$ cat src/rtl/assert_macros.svh
// Assertion macros shared by the setpoint shaper RTL.
`ifndef ASSERT_MACROS_SVH
`define ASSERT_MACROS_SVH

// Check that cons holds in the cycle where ante holds.
`define SSS_ASSERT_IMP(lbl, ante, cons, msg) \
  lbl: assert property (@(posedge clk) disable iff (rst) (ante) |-> (cons)) \
    else $error(msg);

// Check that cons holds in the cycle after ante holds.
`define SSS_ASSERT_NEXT(lbl, ante, cons, msg) \
  lbl: assert property (@(posedge clk) disable iff (rst) (ante) |=> (cons)) \
    else $error(msg);

`endif

$ cat src/rtl/sss_pkg.sv
// Types, constants and helper functions of the stick setpoint shaper.
package sss_pkg;

  localparam int STICK_W = 16;
  localparam int ANGLE_W = 15;
  localparam int PROD_W  = STICK_W + ANGLE_W;
  localparam int WIDE_W  = 40;
  localparam int ACC6_W  = 25;
  localparam int QUOT_W  = 25;
  localparam int REM_W   = 10;
  localparam int CNT_W   = 5;
  localparam int START_W = 11;
  localparam int HOLD_W  = 9;

  localparam int MUL_STEPS = ANGLE_W;
  localparam int DIV_STEPS = QUOT_W;

  localparam logic [ANGLE_W-1:0]        ANGLE_MAX     = 15'd25736;
  localparam logic signed [STICK_W-1:0] ANGLE_MAX_S   = 16'sd25736;
  localparam logic [ANGLE_W-1:0]        ANGLE_RESET   = 15'd4096;
  localparam logic [START_W-1:0]        AUTO_DELAY_TICKS = 11'd1500;
  localparam logic [HOLD_W-1:0]         EXIT_HOLD_TICKS  = 9'd250;
  localparam logic signed [STICK_W-1:0] MODE_HALF     = 16'sd8192;
  localparam logic signed [STICK_W-1:0] Q_ONE         = 16'sd16384;
  localparam logic [ANGLE_W-1:0]        THR_LOW_MAX   = 15'd1638;
  localparam logic [STICK_W-1:0]        STICK_BIG_MIN = 16'd9831;
  localparam logic [PROD_W-1:0]         PROD_ROUND    = 31'd8192;
  localparam logic [WIDE_W-1:0]         YAW_ROUND     = 40'd5120000;
  localparam logic [WIDE_W-1:0]         YAW_ROUND_NEG = 40'd5120001;
  localparam logic [REM_W:0]            YAW_DIV       = 11'd625;

  typedef enum logic [1:0] {
    REG_MAX_ROLL  = 2'd0,
    REG_MAX_PITCH = 2'd1,
    REG_MAX_YAW   = 2'd2
  } cfg_reg_t;

  typedef enum logic [2:0] {
    ST_IDLE,
    ST_MUL,
    ST_SUMA,
    ST_SUMB,
    ST_SUMC,
    ST_ROUND,
    ST_DIV,
    ST_DONE
  } state_t;

  typedef struct packed {
    logic load;
    logic step;
  } ser_ctl_t;

  typedef struct packed {
    logic signed [STICK_W-1:0] roll_cmd;
    logic signed [STICK_W-1:0] pitch_cmd;
    logic signed [STICK_W-1:0] yaw_cmd;
    logic signed [STICK_W-1:0] throttle_cmd;
    logic signed [STICK_W-1:0] mode_channel;
  } in_item_t;

  typedef struct packed {
    logic signed [STICK_W-1:0] roll_desired;
    logic signed [STICK_W-1:0] pitch_desired;
    logic signed [STICK_W-1:0] yaw_desired;
    logic [ANGLE_W-1:0]        throttle_out;
    logic                      auto_mode;
    logic                      exit_command;
  } out_item_t;

  function automatic logic [STICK_W-1:0] stick_mag(input logic signed [STICK_W-1:0] v);
    logic [STICK_W-1:0] neg;
    neg = STICK_W'(-v);
    return v[STICK_W-1] ? neg : v;
  endfunction

  function automatic logic signed [STICK_W-1:0] clamp_sign(input logic [QUOT_W-1:0] q,
                                                           input logic neg);
    logic [ANGLE_W-1:0] qc;
    logic [STICK_W-1:0] mag;
    qc  = (q > QUOT_W'(ANGLE_MAX)) ? ANGLE_MAX : q[ANGLE_W-1:0];
    mag = {1'b0, qc};
    return neg ? STICK_W'(-mag) : mag;
  endfunction

  function automatic logic signed [STICK_W-1:0] round_angle(input logic [PROD_W-1:0] prod,
                                                            input logic neg);
    logic [PROD_W-1:0] rsum;
    rsum = prod + PROD_ROUND;
    return clamp_sign(QUOT_W'(rsum[PROD_W-1:14]), neg);
  endfunction

endpackage

$ cat src/rtl/sss_mul.sv
// Shift-and-add multiplier: one multiplier bit per step, narrow adder.
module sss_mul import sss_pkg::*; (
  input  logic               clk,
  input  ser_ctl_t           ctl,
  input  logic [STICK_W-1:0] mcand,
  input  logic [ANGLE_W-1:0] mplier,
  output logic [PROD_W-1:0]  prod
);

  logic [STICK_W-1:0] mc;
  logic [STICK_W-1:0] hi;
  logic [ANGLE_W-1:0] lo;
  logic [STICK_W:0]   psum;

  assign psum = {1'b0, hi} + (lo[0] ? {1'b0, mc} : {(STICK_W+1){1'b0}});

  always_ff @(posedge clk) begin
    if (ctl.load) begin
      mc <= mcand;
      hi <= '0;
      lo <= mplier;
    end else if (ctl.step) begin
      hi <= psum[STICK_W:1];
      lo <= {psum[0], lo[ANGLE_W-1:1]};
    end
  end

  assign prod = {hi, lo};

endmodule

$ cat src/rtl/sss_div.sv
// Restoring divider by the yaw scale constant: one quotient bit per step.
module sss_div import sss_pkg::*; (
  input  logic              clk,
  input  ser_ctl_t          ctl,
  input  logic [QUOT_W-1:0] dividend,
  output logic [QUOT_W-1:0] quot
);

  logic [QUOT_W-1:0] q;
  logic [REM_W-1:0]  r;
  logic [REM_W:0]    trial;
  logic [REM_W:0]    diff;
  logic              ge;

  assign trial = {r, q[QUOT_W-1]};
  assign ge    = trial >= YAW_DIV;
  assign diff  = trial - YAW_DIV;

  always_ff @(posedge clk) begin
    if (ctl.load) begin
      q <= dividend;
      r <= '0;
    end else if (ctl.step) begin
      r <= ge ? diff[REM_W-1:0] : trial[REM_W-1:0];
      q <= {q[QUOT_W-2:0], ge};
    end
  end

  assign quot = q;

endmodule

$ cat src/rtl/stick_setpoint_shaper_core.sv
// Stick setpoint shaper top level: sequencer, serial datapath, state and output register.
// Steps per request: accept, multiply, sums A to C, round, divide, then load the output register once it is free.
// One request at a time: the next is accepted only after the output register has taken the result,
// and the pace is set by the 15-step serial multipliers and the 25-step serial divider of the yaw path.
// Reset (rst, synchronous): angle registers go to 4096, yaw and counters to zero.
`include "assert_macros.svh"

module stick_setpoint_shaper_core import sss_pkg::*; (
  input  logic               clk,
  input  logic               rst,
  input  logic               in_valid,
  output logic               in_stall,
  input  in_item_t           in_data,
  output logic               out_valid,
  input  logic               out_stall,
  output out_item_t          out_data,
  input  logic               cfg_we,
  input  logic [1:0]         cfg_index,
  input  logic [ANGLE_W-1:0] cfg_data
);

  state_t                    state;
  state_t                    state_next;
  logic [CNT_W-1:0]          cnt;
  logic [CNT_W-1:0]          cnt_next;
  ser_ctl_t                  mul_ctl;
  ser_ctl_t                  div_ctl;
  logic                      done_load;
  logic                      out_free;

  logic [ANGLE_W-1:0]        max_roll;
  logic [ANGLE_W-1:0]        max_pitch;
  logic [ANGLE_W-1:0]        max_yaw;

  in_item_t                  in_reg;
  logic signed [STICK_W-1:0] yaw_acc;
  logic [START_W-1:0]        startup_ticks;
  logic                      auto_flag;
  logic                      exit_waiting;
  logic [HOLD_W-1:0]         exit_hold;
  logic                      exit_flag;

  logic [PROD_W-1:0]         roll_prod;
  logic [PROD_W-1:0]         pitch_prod;
  logic [PROD_W-1:0]         yaw_prod;
  logic [QUOT_W-1:0]         yaw_quot;

  logic signed [ACC6_W-1:0]  acc_w;
  logic signed [ACC6_W-1:0]  x1;
  logic signed [ACC6_W-1:0]  x2;
  logic signed [ACC6_W-1:0]  x;
  logic signed [PROD_W:0]    yaw_p;
  logic signed [PROD_W:0]    ps;
  logic signed [WIDE_W-1:0]  ps_w;
  logic signed [WIDE_W-1:0]  x_w;
  logic signed [WIDE_W-1:0]  y48;
  logic signed [WIDE_W-1:0]  n;
  logic [WIDE_W-1:0]         rsum;
  logic                      yaw_neg;
  logic signed [STICK_W-1:0] roll_q;
  logic signed [STICK_W-1:0] pitch_q;
  logic signed [STICK_W-1:0] yaw_new;

  logic [ANGLE_W-1:0]        thr_cl;
  logic                      gesture;
  logic                      auto_next;
  logic [START_W-1:0]        startup_next;
  logic                      waiting_next;
  logic [HOLD_W-1:0]         hold_next;
  logic                      flag_next;

  sss_mul u_mul_roll (
    .clk    (clk),
    .ctl    (mul_ctl),
    .mcand  (stick_mag(in_data.roll_cmd)),
    .mplier (max_roll),
    .prod   (roll_prod)
  );

  sss_mul u_mul_pitch (
    .clk    (clk),
    .ctl    (mul_ctl),
    .mcand  (stick_mag(in_data.pitch_cmd)),
    .mplier (max_pitch),
    .prod   (pitch_prod)
  );

  sss_mul u_mul_yaw (
    .clk    (clk),
    .ctl    (mul_ctl),
    .mcand  (stick_mag(in_data.yaw_cmd)),
    .mplier (max_yaw),
    .prod   (yaw_prod)
  );

  sss_div u_div (
    .clk      (clk),
    .ctl      (div_ctl),
    .dividend (rsum[WIDE_W-2:14]),
    .quot     (yaw_quot)
  );

  assign out_free = !out_valid || !out_stall;

  always_comb begin
    state_next = state;
    cnt_next   = '0;
    case (state)
      ST_IDLE: begin
        if (in_valid) state_next = ST_MUL;
      end
      ST_MUL: begin
        if (cnt == CNT_W'(MUL_STEPS - 1)) state_next = ST_SUMA;
        else cnt_next = cnt + 1'b1;
      end
      ST_SUMA:  state_next = ST_SUMB;
      ST_SUMB:  state_next = ST_SUMC;
      ST_SUMC:  state_next = ST_ROUND;
      ST_ROUND: state_next = ST_DIV;
      ST_DIV: begin
        if (cnt == CNT_W'(DIV_STEPS - 1)) state_next = ST_DONE;
        else cnt_next = cnt + 1'b1;
      end
      ST_DONE: begin
        if (out_free) state_next = ST_IDLE;
      end
      default: state_next = ST_IDLE;
    endcase
  end

  always_comb begin
    in_stall     = 1'b1;
    mul_ctl.load = 1'b0;
    mul_ctl.step = 1'b0;
    div_ctl.load = 1'b0;
    div_ctl.step = 1'b0;
    done_load    = 1'b0;
    case (state)
      ST_IDLE: begin
        in_stall     = 1'b0;
        mul_ctl.load = in_valid;
      end
      ST_MUL:   mul_ctl.step = 1'b1;
      ST_ROUND: div_ctl.load = 1'b1;
      ST_DIV:   div_ctl.step = 1'b1;
      ST_DONE:  done_load    = out_free;
      default: begin
        in_stall = 1'b1;
      end
    endcase
  end

  always_ff @(posedge clk) begin
    if (rst) begin
      state <= ST_IDLE;
      cnt   <= '0;
    end else begin
      state <= state_next;
      cnt   <= cnt_next;
    end
  end

  always_ff @(posedge clk) begin
    if (rst) begin
      max_roll  <= ANGLE_RESET;
      max_pitch <= ANGLE_RESET;
      max_yaw   <= ANGLE_RESET;
    end else if (cfg_we) begin
      if (cfg_index == REG_MAX_ROLL)  max_roll  <= cfg_data;
      if (cfg_index == REG_MAX_PITCH) max_pitch <= cfg_data;
      if (cfg_index == REG_MAX_YAW)   max_yaw   <= cfg_data;
    end
  end

  // yaw numerator: 600*2^14*acc + 48*yaw*max, then round and divide by 625*2^14
  assign acc_w = ACC6_W'(yaw_acc);
  assign yaw_p = signed'({1'b0, yaw_prod});
  assign ps_w  = WIDE_W'(ps);
  assign x_w   = WIDE_W'(x);
  assign rsum  = n[WIDE_W-1] ? ($unsigned(~n) + YAW_ROUND_NEG) : ($unsigned(n) + YAW_ROUND);

  always_ff @(posedge clk) begin
    if (mul_ctl.load) in_reg <= in_data;
    case (state)
      ST_SUMA: begin
        x1 <= (acc_w <<< 9) + (acc_w <<< 6);
        x2 <= (acc_w <<< 4) + (acc_w <<< 3);
        ps <= in_reg.yaw_cmd[STICK_W-1] ? -yaw_p : yaw_p;
      end
      ST_SUMB: begin
        x   <= x1 + x2;
        y48 <= (ps_w <<< 5) + (ps_w <<< 4);
      end
      ST_SUMC: begin
        n <= (x_w <<< 14) + y48;
      end
      ST_ROUND: begin
        yaw_neg <= n[WIDE_W-1];
        roll_q  <= round_angle(roll_prod, in_reg.roll_cmd[STICK_W-1]);
        pitch_q <= round_angle(pitch_prod, in_reg.pitch_cmd[STICK_W-1]);
      end
      default: begin
        yaw_neg <= yaw_neg;
      end
    endcase
  end

  assign yaw_new = clamp_sign(yaw_quot, yaw_neg);

  always_comb begin
    if (in_reg.throttle_cmd[STICK_W-1]) thr_cl = '0;
    else if (in_reg.throttle_cmd > Q_ONE) thr_cl = ANGLE_W'(Q_ONE);
    else thr_cl = in_reg.throttle_cmd[ANGLE_W-1:0];
  end

  assign gesture = (thr_cl <= THR_LOW_MAX)
                && (stick_mag(in_reg.roll_cmd) >= STICK_BIG_MIN)
                && (stick_mag(in_reg.yaw_cmd) >= STICK_BIG_MIN);

  always_comb begin
    startup_next = startup_ticks;
    auto_next    = auto_flag;
    if (startup_ticks < AUTO_DELAY_TICKS) startup_next = startup_ticks + 1'b1;
    else auto_next = in_reg.mode_channel > MODE_HALF;

    waiting_next = exit_waiting;
    hold_next    = exit_hold;
    flag_next    = exit_flag;
    if (gesture) begin
      if (!exit_waiting) begin
        waiting_next = 1'b1;
        hold_next    = '0;
      end else if (exit_hold >= EXIT_HOLD_TICKS) begin
        flag_next    = 1'b1;
        waiting_next = 1'b0;
      end else begin
        hold_next = exit_hold + 1'b1;
      end
    end else begin
      waiting_next = 1'b0;
      hold_next    = '0;
      flag_next    = 1'b0;
    end
  end

  always_ff @(posedge clk) begin
    if (rst) begin
      yaw_acc       <= '0;
      startup_ticks <= '0;
      auto_flag     <= 1'b0;
      exit_waiting  <= 1'b0;
      exit_hold     <= '0;
      exit_flag     <= 1'b0;
    end else if (done_load) begin
      yaw_acc       <= yaw_new;
      startup_ticks <= startup_next;
      auto_flag     <= auto_next;
      exit_waiting  <= waiting_next;
      exit_hold     <= hold_next;
      exit_flag     <= flag_next;
    end
  end

  always_ff @(posedge clk) begin
    if (rst) begin
      out_valid <= 1'b0;
    end else if (done_load) begin
      out_valid <= 1'b1;
    end else if (!out_stall) begin
      out_valid <= 1'b0;
    end
  end

  always_ff @(posedge clk) begin
    if (done_load) begin
      out_data.roll_desired  <= roll_q;
      out_data.pitch_desired <= pitch_q;
      out_data.yaw_desired   <= yaw_new;
      out_data.throttle_out  <= thr_cl;
      out_data.auto_mode     <= auto_next;
      out_data.exit_command  <= flag_next;
    end
  end

  `SSS_ASSERT_IMP(a_out_after_done, $rose(out_valid), $past(state == ST_DONE), "result without done step")
  `SSS_ASSERT_NEXT(a_accept_starts, in_valid && !in_stall, state == ST_MUL, "request not started")
  `SSS_ASSERT_IMP(a_yaw_range, 1'b1, (yaw_acc <= ANGLE_MAX_S) && (yaw_acc >= -ANGLE_MAX_S), "yaw beyond pi")
  `SSS_ASSERT_IMP(a_startup_cap, 1'b1, startup_ticks <= AUTO_DELAY_TICKS, "startup count overrun")

endmodule
$ cat config.mk
export PLATFORM = sky130hd
export DESIGN_NAME = stick_setpoint_shaper_core
export DESIGN_NICKNAME = d
export VERILOG_FILES = /design/src/rtl/sss_pkg.sv /design/src/rtl/sss_mul.sv /design/src/rtl/sss_div.sv /design/src/rtl/stick_setpoint_shaper_core.sv
export VERILOG_INCLUDE_DIRS = /design/src /design/src/rtl
export SDC_FILE = /design/constraint.sdc
export NUM_CORES = 1
export LEC_CHECK = 0
export BUFFER_PORTS_ARGS = -buffer_cell sky130_fd_sc_hd__buf_2
export CAP_MARGIN = 40
export CORE_MARGIN = 2
export CORE_UTILIZATION = 60
export DETAILED_ROUTE_END_ITERATION = 10
export PLACE_DENSITY = 0.89
export SYNTH_ARGS = -nofsm -noshare
export SYNTH_HDL_FRONTEND = slang
export SYNTH_SLANG_ARGS = --single-unit
$ cat constraint.sdc
create_clock -name clk -period 6.75 [get_ports clk]
set_clock_uncertainty 0.15 [all_clocks]
set_input_delay 0 -clock clk [delete_from_list [all_inputs] [get_ports clk]]
set_output_delay 0 -clock clk [all_outputs]
set_load 0.05 [all_outputs]
==> impl_metrics.py, run 1 <==
metrics = {
    "power_and_ir_drop": {
        "switching_share": 0.360,
        "power_density_nw_per_um2": 360,
        "ir_worst_vdd_v": 0.000327,
        "combPwrFrac": 0.335,
        "p_switching_mw": 4.84,
        "pwr-share-seq": 0.409,
        "power_mw": 13.4,
        "p_int_mw": 8.60,
        "clock_power_share": 0.256,
        "p_leak_nw": 14.6,
    },
    "yosys": {
        "syn_nets": 3401,
        "synth.yosys.seq_area_share": 0.509,
        "syn_inst": 3121,
        "ys_seq_elements": 590,
        "synth_flop_cell": "edfxtp_1",
        "synthArstFlopShare": 0,
        "synth_cell_type_count": 86,
        "synth_edf_count": 439,
        "yosysWarnings": 0,
        "postSynthAreaPerCell_um2": 10.2,
        "netlist_area_um2": 31800,
    },
    "sta": {
        "rsz0062_at_grt": "false",
        "min_period_ps": 4600,
        "maxSlewHeadroom": 0.357,
        "layout_setup_ws_ps": 2150,
        "setup_tns_ps": 0,
        "worstMarginPinSlew_ps": 965,
        "slew_viol_final": 0,
        "hold_violations": 0,
        "finalSetupViolCount": 0,
        "clock.fmax_ghz": 0.217,
        "finalCritPeriodShare": 0.682,
    },
    "setup_path": {
        "rrSetupSlack_ps": 2150,
        "slowest_delay_ps": 660,
        "worst_ep_required_time_ps": 7170,
        "startpoint_type": "flip-flop",
        "cp_common_cell": "or3_1",
        "reg2regPathDepth": 16,
        "r2r-end": "yaw_acc[12]",
        "critPathArrivalTime_ps": 5030,
        "path_cells": "or3_1 -> a2111o_1 -> a211o_1 -> a211o_1 -> a31oi_1 -> nand2_1 -> ha_1 -> nand2_1 -> or3_1 -> or3_1 -> or3_1 -> o21ai_0 -> nor2b_1 -> a311oi_1 -> nand2_1 -> a21oi_1",
        "r2r_start": "u_div.quot[2]",
        "cp_slowest_cell": "a31oi_1",
        "end_kind": "flip-flop",
        "crit_type": "reg -> reg",
        "cp_max_fo": 11,
    },
    "place": {
        "dp_cells": 3895,
        "place_area_um2": 33400,
        "portBuffers": 168,
        "pre_cts_slack_ps": 2240,
        "place.gp.congestion": 0.950,
        "dp_hpwl_um": 49200,
    },
    "clocking": {
        "clkTransAtPathRegs_ps": 60,
        "numCtsBuffers": 59,
        "root_buffer": "clkbuf_16",
        "cts_tree": "done",
        "postCtsResizedCells": 0,
        "ctsHoldBuffers": 202,
        "clock_latency_ps": 670,
        "postCtsSetupRepairBufs": 0,
        "cts_sinks": 590,
        "htree_levels": 2,
        "cts.path.max_buffers": 3,
    },
    "floorplan": {
        "rows": 84,
        "start_util": 0.606,
        "io_pins": 169,
        "core_area_um2": 52600,
        "die_h_um": 234,
        "die_area_um2": 54900,
        "die-width_um": 234,
    },
    "flow_run": {
        "maxCapViolations": 0,
    },
    "finish": {
        "final_cell_area_um2": 37400,
        "nNetsFinal": 3750,
        "syn_to_final_growth_pct": 17.5,
        "largest_reg_flops": 66,
        "n_fill_cell": 3323,
        "drive_above_1_share": 0.0980,
        "fin_cells": 4209,
    },
    "drt": {
        "wire_per_inst_um": 20.2,
        "dr.pass1.iters": 6,
        "post_drt_via_cell_ratio": 6.27,
        "wirelength_um": 85000,
        "antenna_left": 0,
        "post-route-drc-count": 0,
        "vias": 26400,
        "drt-initial-drc-count": 3119,
    },
    "run_status": {
        "outcome": "complete, no violations",
    },
    "hold_path": {
        "hp-class": "in -> reg",
        "min-delay-start": "cfg_data[4]",
        "min_to": "max_roll[4]",
        "min_delay_path_depth": 4,
    },
    "global_routing": {
        "grt_pass1_wl_um": 133000,
        "antenna_found_initial": 2,
        "grt_pass1_vias": 25500,
        "grtUsageTotal": 0.306,
        "grt_overflow": 0,
        "grt_max_degree": 98,
    },
}
synth_stat cells, drive strengths merged, types with 17 or more instances:
cell type | number | area share
nand2 | 472 | 0.056
edfxtp | 439 | 0.41
a21oi | 196 | 0.031
o21ai | 187 | 0.030
nor2 | 183 | 0.022
xnor2 | 176 | 0.048
ha | 170 | 0.067
dfxtp | 151 | 0.095
inv | 108 | 0.013
xor2 | 106 | 0.029
nand3 | 98 | 0.015
clkbuf | 90 | 0.011
and2 | 75 | 0.015
nor3 | 66 | 0.010
a21o | 48 | 0.011
or3 | 47 | 0.0096
nand2b | 41 | 0.0081
o31ai | 38 | 0.010
nor2b | 35 | 0.0069
and3 | 34 | 0.0067
o21a | 24 | 0.0057
a211oi | 22 | 0.0052
a31oi | 22 | 0.0043
nand4 | 22 | 0.0043
nor4 | 20 | 0.0044
o22ai | 17 | 0.0033
or2 | 17 | 0.0033
power by group through the flow:
stage	clock, mW	sequential, mW	combinational, mW
5_1_grt	3.57	5.57	4.94
4_1_cts	3.40	5.45	4.33
6_report	3.44	5.50	4.50
2_1_floorplan	0	5.32	3.33
3_3_place_gp	0	5.48	3.97
3_5_place_dp	0	5.51	4.14
critical path: cells and delay by family, from the launching register on:
family | cells | cell delay, ps
AOI/OAI and AO/OA | 7 | 2260
and+or+nand+nor | 8 | 1440
DFF | 1 | 430
adders and majority gates | 1 | 270
metrics by stage:
step	util	hold WS, ps
after CTS	0.712	1.27
after detailed placement	0.635	28.1
after global placement	0.633	26.7
after global routing	0.712	55.8
after floorplan	-	-51.1
final	0.712	23.1
layout make-up:
type                       instances  area, µm²  area share
tap                              688        861      0.0230
clock buffer                      84       1700      0.0456
timing repair buffer             391       3070      0.0820
clock inverter                    27        300     0.00803
multi-input combinational       2319      14800       0.397
antenna                            1       2.50   0.0000669
sequential                       590      16200       0.433
inverter                         109        415      0.0111
cell usage in the layout, fill, tap and decap left out, types with 10 or more instances in the layout:
master / Yosys / routed
dlygate4sd3_1: 0 / 202
nor4_1: 19 / 19
a21o_1: 48 / 48
inv_1: 108 / 104
nor2_1: 183 / 181
xnor2_1: 176 / 176
buf_4: 1 / 18
and2_1: 74 / 74
or2_2: 17 / 17
nand3_1: 98 / 98
dfxtp_1: 151 / 151
or4_1: 11 / 11
o21a_1: 24 / 24
nor2b_1: 35 / 35
mux2i_1: 14 / 14
nand4_1: 22 / 22
xor2_1: 106 / 106
ha_1: 170 / 170
clkbuf_1: 90 / 15
nand2_1: 471 / 470
o31ai_1: 35 / 35
a21boi_0: 14 / 13
o21ai_0: 183 / 183
buf_2: 5 / 168
and3_1: 34 / 34
o22ai_1: 17 / 17
nand2b_1: 41 / 41
a211oi_1: 22 / 22
clkinv_2: 0 / 13
a311oi_1: 11 / 10
edfxtp_1: 439 / 439
a31oi_1: 22 / 22
nor3_1: 66 / 66
a21oi_1: 196 / 196
a31o_2: 11 / 11
clkbuf_16: 0 / 62
or3_1: 45 / 45
routing by layer:
layer,share of wire,routed length (µm),vias to the layer above,track usage
met2,0.48,41000,1619,0.521
met4,0.066,5640,2,0.180
met1,0.37,31200,12300,0.370
met3,0.085,7220,426,0.0462
met5,0.000094,8,-,0
li1,-,-,12000,-
cell families (layout without fill, tap and decap cells):
logic type,after synthesis,in the layout,share of synthesized area
AND/OR/NAND/NOR,1159,1159,0.174
AO/OA/AOI/OAI,680,680,0.135
flip-flops,590,590,0.509
XOR/XNOR,282,282,0.0776
buffers and inverters,212,611,0.0258
adder cells (fa/ha/maj),178,178,0.0719
multiplexers,20,20,0.00652
other,0,1,0
worst max-delay path by stage:
stage | from | end | cells past startpoint
2_1_floorplan | state[2] | in_reg[0] | 5
3_3_place_gp | u_div.quot[2] | yaw_acc[12] | 16
3_5_place_dp | u_div.quot[2] | yaw_acc[12] | 16
4_1_cts | u_div.quot[2] | yaw_acc[12] | 16
5_1_grt | u_div.quot[2] | yaw_acc[12] | 16
6_report | u_div.quot[2] | yaw_acc[12] | 16
No activity file was read; power rests on OpenSTA's default activity.
==> inputs of run 2 (changes only) <==
ABC_AREA = 1   (was not set)
CORE_UTILIZATION = 56   (was 60)
PLACE_DENSITY = 0.88   (was 0.89)
clock period = 3.85 ns   (was 6.75 ns; I/O delays follow)
==> run 2 against run 1 <==
  * Non-clock buffer count decreased by 4
  * Area after synthesis increased by 4.7%
  * Maximum frequency increased by 31%
  * Cell area increased by 4.8%
  * Register-to-register slack got worse by 1800 ps
  * Power increased by 82%
  * Global-route usage decreased by 1.8 points
  * Sequential cell count unchanged
  * Sequential share of layout area decreased by 2.0 points
  * Via count increased by 9.3%
  * Sequential power increased by 72%
  * Largest cell class unchanged
==> impl_metrics.py, run 2 <==
metrics = {
    "drt": {
        "dr.pass1.iters": 8,
        "post_drt_via_cell_ratio": 5.71,
        "post-route-drc-count": 0,
        "wire_per_inst_um": 17.6,
        "wirelength_um": 89000,
        "antenna_left": 0,
        "drt-initial-drc-count": 2445,
        "vias": 28800,
    },
    "place": {
        "pre_cts_slack_ps": 319,
        "place_area_um2": 35100,
        "place.gp.congestion": 0.949,
        "portBuffers": 168,
        "dp_hpwl_um": 56900,
        "dp_cells": 4745,
    },
    "floorplan": {
        "die_area_um2": 61500,
        "rows": 89,
        "start_util": 0.566,
        "die-width_um": 248,
        "die_h_um": 248,
        "io_pins": 169,
        "core_area_um2": 58900,
    },
    "setup_path": {
        "startpoint_type": "flip-flop",
        "end_kind": "flip-flop",
        "crit_type": "reg -> reg",
        "worst_ep_required_time_ps": 4280,
        "cp_common_cell": "nand2_1",
        "cp_slowest_cell": "edfxtp_1",
        "slowest_delay_ps": 540,
        "cp_max_fo": 5,
        "critPathTopFamily": "compound AO/OA/AOI/OAI gates",
        "path_cells": "nand2_1 -> inv_1 -> ha_1 -> inv_1 -> fa_1 -> inv_1 -> nand3_1 -> nand2_1 -> nand2_1 -> nand2_1 -> a21oi_1 -> o21ai_0 -> a21boi_0 -> o21ai_0 -> nand2_1 -> nand2_1 -> nand2_1 -> a31oi_1",
        "critPathArrivalTime_ps": 3940,
        "reg2regPathDepth": 18,
        "crit_cells": 18,
        "crit_buf_inv": 3,
    },
    "clocking": {
        "clkTransAtPathRegs_ps": 60,
        "root_buffer": "clkbuf_16",
        "cts_tree": "done",
        "cts_sinks": 590,
        "cts.path.max_buffers": 3,
        "clock_latency_ps": 670,
        "numCtsBuffers": 59,
        "htree_levels": 2,
    },
    "yosys": {
        "netlist_area_um2": 33300,
        "yosysWarnings": 0,
        "syn_inst": 3854,
        "synth_flop_cell": "edfxtp_1",
        "synthTopCellsByCount": "nand2_1 (817), inv_1 (493), edfxtp_1 (439), nor2_1 (386), o21ai_0 (285)",
        "syn_nets": 4134,
        "synth.yosys.seq_area_share": 0.486,
        "synth_cell_type_count": 54,
        "synth_edf_count": 439,
        "yosysTopAreaCell": "edfxtp_1",
        "postSynthAreaPerCell_um2": 8.65,
        "yosysTopAreaCellShare": 0.396,
        "synthTopCellsByArea": "edfxtp_1 (40%), nand2_1 (9.2%), dfxtp_1 (9.1%)",
        "ys_seq_elements": 590,
        "synthArstFlopShare": 0,
        "synth.most_common_cell": "nand2_1",
    },
    "finish": {
        "final_cell_mix": "nand2_1 (816), inv_1 (492), edfxtp_1 (439)",
        "largest_reg_flops": 66,
        "post-route-util": 0.665,
        "syn_to_final_growth_pct": 17.5,
        "final_common_cell": "nand2_1",
        "nNetsFinal": 4502,
        "num_antenna_cells": 0,
        "final_cell_area_um2": 39200,
        "fin_cells": 5046,
        "drive_above_1_share": 0.0866,
    },
    "global_routing": {
        "grt_max_degree": 78,
        "grt_pass1_wl_um": 143000,
        "grt_pass1_vias": 28400,
        "antenna_found_initial": 1,
        "grtUsageTotal": 0.288,
        "grt_overflow": 0,
    },
    "hold_path": {
        "min_delay_path_depth": 2,
        "hp-class": "in -> reg",
    },
    "sta": {
        "clock.fmax_ghz": 0.285,
        "rsz0062_at_grt": "false",
        "finalSetupViolCount": 0,
        "finalCritPeriodShare": 0.911,
        "slew_viol_final": 0,
        "hold_violations": 0,
        "worstMarginPinSlew_ps": 923,
        "min_period_ps": 3510,
        "layout_setup_ws_ps": 341,
        "hold_ws_ps": 15.5,
        "maxSlewHeadroom": 0.385,
        "setup_tns_ps": 0,
    },
    "flow_run": {
        "maxCapViolations": 0,
    },
    "power_and_ir_drop": {
        "ir_worst_vdd_v": 0.000690,
        "pwr-share-seq": 0.388,
        "power_mw": 24.4,
        "p_leak_nw": 17.1,
        "p_switching_mw": 9.28,
        "clock_power_share": 0.255,
        "switching_share": 0.380,
        "combPwrFrac": 0.357,
        "p_int_mw": 15.1,
        "power_density_nw_per_um2": 623,
    },
    "run_status": {
        "outcome": "complete, no violations",
    },
}
run 2: cell types whose count changed in the layout (fill, tap and decap cells not counted), sizes merged, moves of 40 or more:
| cell | delta |
|---|---|
| o21ai | +102 |
| inv | +396 |
| nor2 | +222 |
| nand2b | -41 |
| xnor2 | -108 |
| nand2 | +358 |
| nand3 | +68 |
| and2 | -71 |
| or3 | -45 |
| xor2 | +81 |
| a21o | -40 |
run 2: path summary, 6_finish.rpt:
check	from	to	slack, ps
max	u_mul_yaw.lo[0]	u_mul_yaw.hi[13]	340
min	in_data[37]	in_reg[37]	20
max reg2reg	u_mul_yaw.lo[0]	u_mul_yaw.hi[13]	340
min reg2reg	pitch_q[13]	out_data[46]	270
run 2: repair_timing:
action / in CTS / in global routing
hold endpoints to repair: 248 / 0
hold buffers: 187 / 0
resized for setup: 0 / 4
buffers inserted: 0 / 2
setup endpoints to repair: 0 / 7
run 2: cell type report:
class,count,area [µm²]
fill,4207,19700
sequential,590,16200
multi-input combinational,2682,15000
timing repair buffer,387,3020
inverter,502,1880
clock buffer,77,1720
tap,773,967
clock inverter,35,407
run 2: cell families after synthesis:
family | count (synthesis) | share of synthesized area
AO/OA/AOI/OAI | 648 | 0.107
flip-flops | 590 | 0.486
AND/OR/NAND/NOR | 1601 | 0.205
XOR/XNOR | 255 | 0.0670
buffers and inverters | 582 | 0.0663
adder cells (fa/ha/maj) | 178 | 0.0686
run 2: worst reg2reg max path, cell delays in order, from the launching register on:
cell	delay, ps
edfxtp_1	540
nand2_1	110
inv_1	70
ha_1	170
inv_1	80
fa_1	410
inv_1	70
nand3_1	70
nand2_1	100
nand2_1	70
nand2_1	80
a21oi_1	110
o21ai_0	360
a21boi_0	250
o21ai_0	410
nand2_1	120
nand2_1	80
nand2_1	50
a31oi_1	130
run 2: power by group through the flow:
stage	clock network [mW]	registers [mW]	logic (mW)
after floorplan	0	9.23	6.21
after global placement	0	9.47	7.81
after detailed placement	0	9.51	8.11
after CTS	6.21	9.40	8.39
after global routing	6.51	9.57	9.69
final	6.23	9.47	8.70
run 2: routing by layer:
layer | part of all wire | GRT usage | up-vias
met1 | 0.39 | 0.360 | 13400
met2 | 0.48 | 0.494 | 1379
li1 | - | - | 13700
met3 | 0.078 | 0.0457 | 325
met5 | 0.00011 | 0 | -
met4 | 0.044 | 0.123 | 2
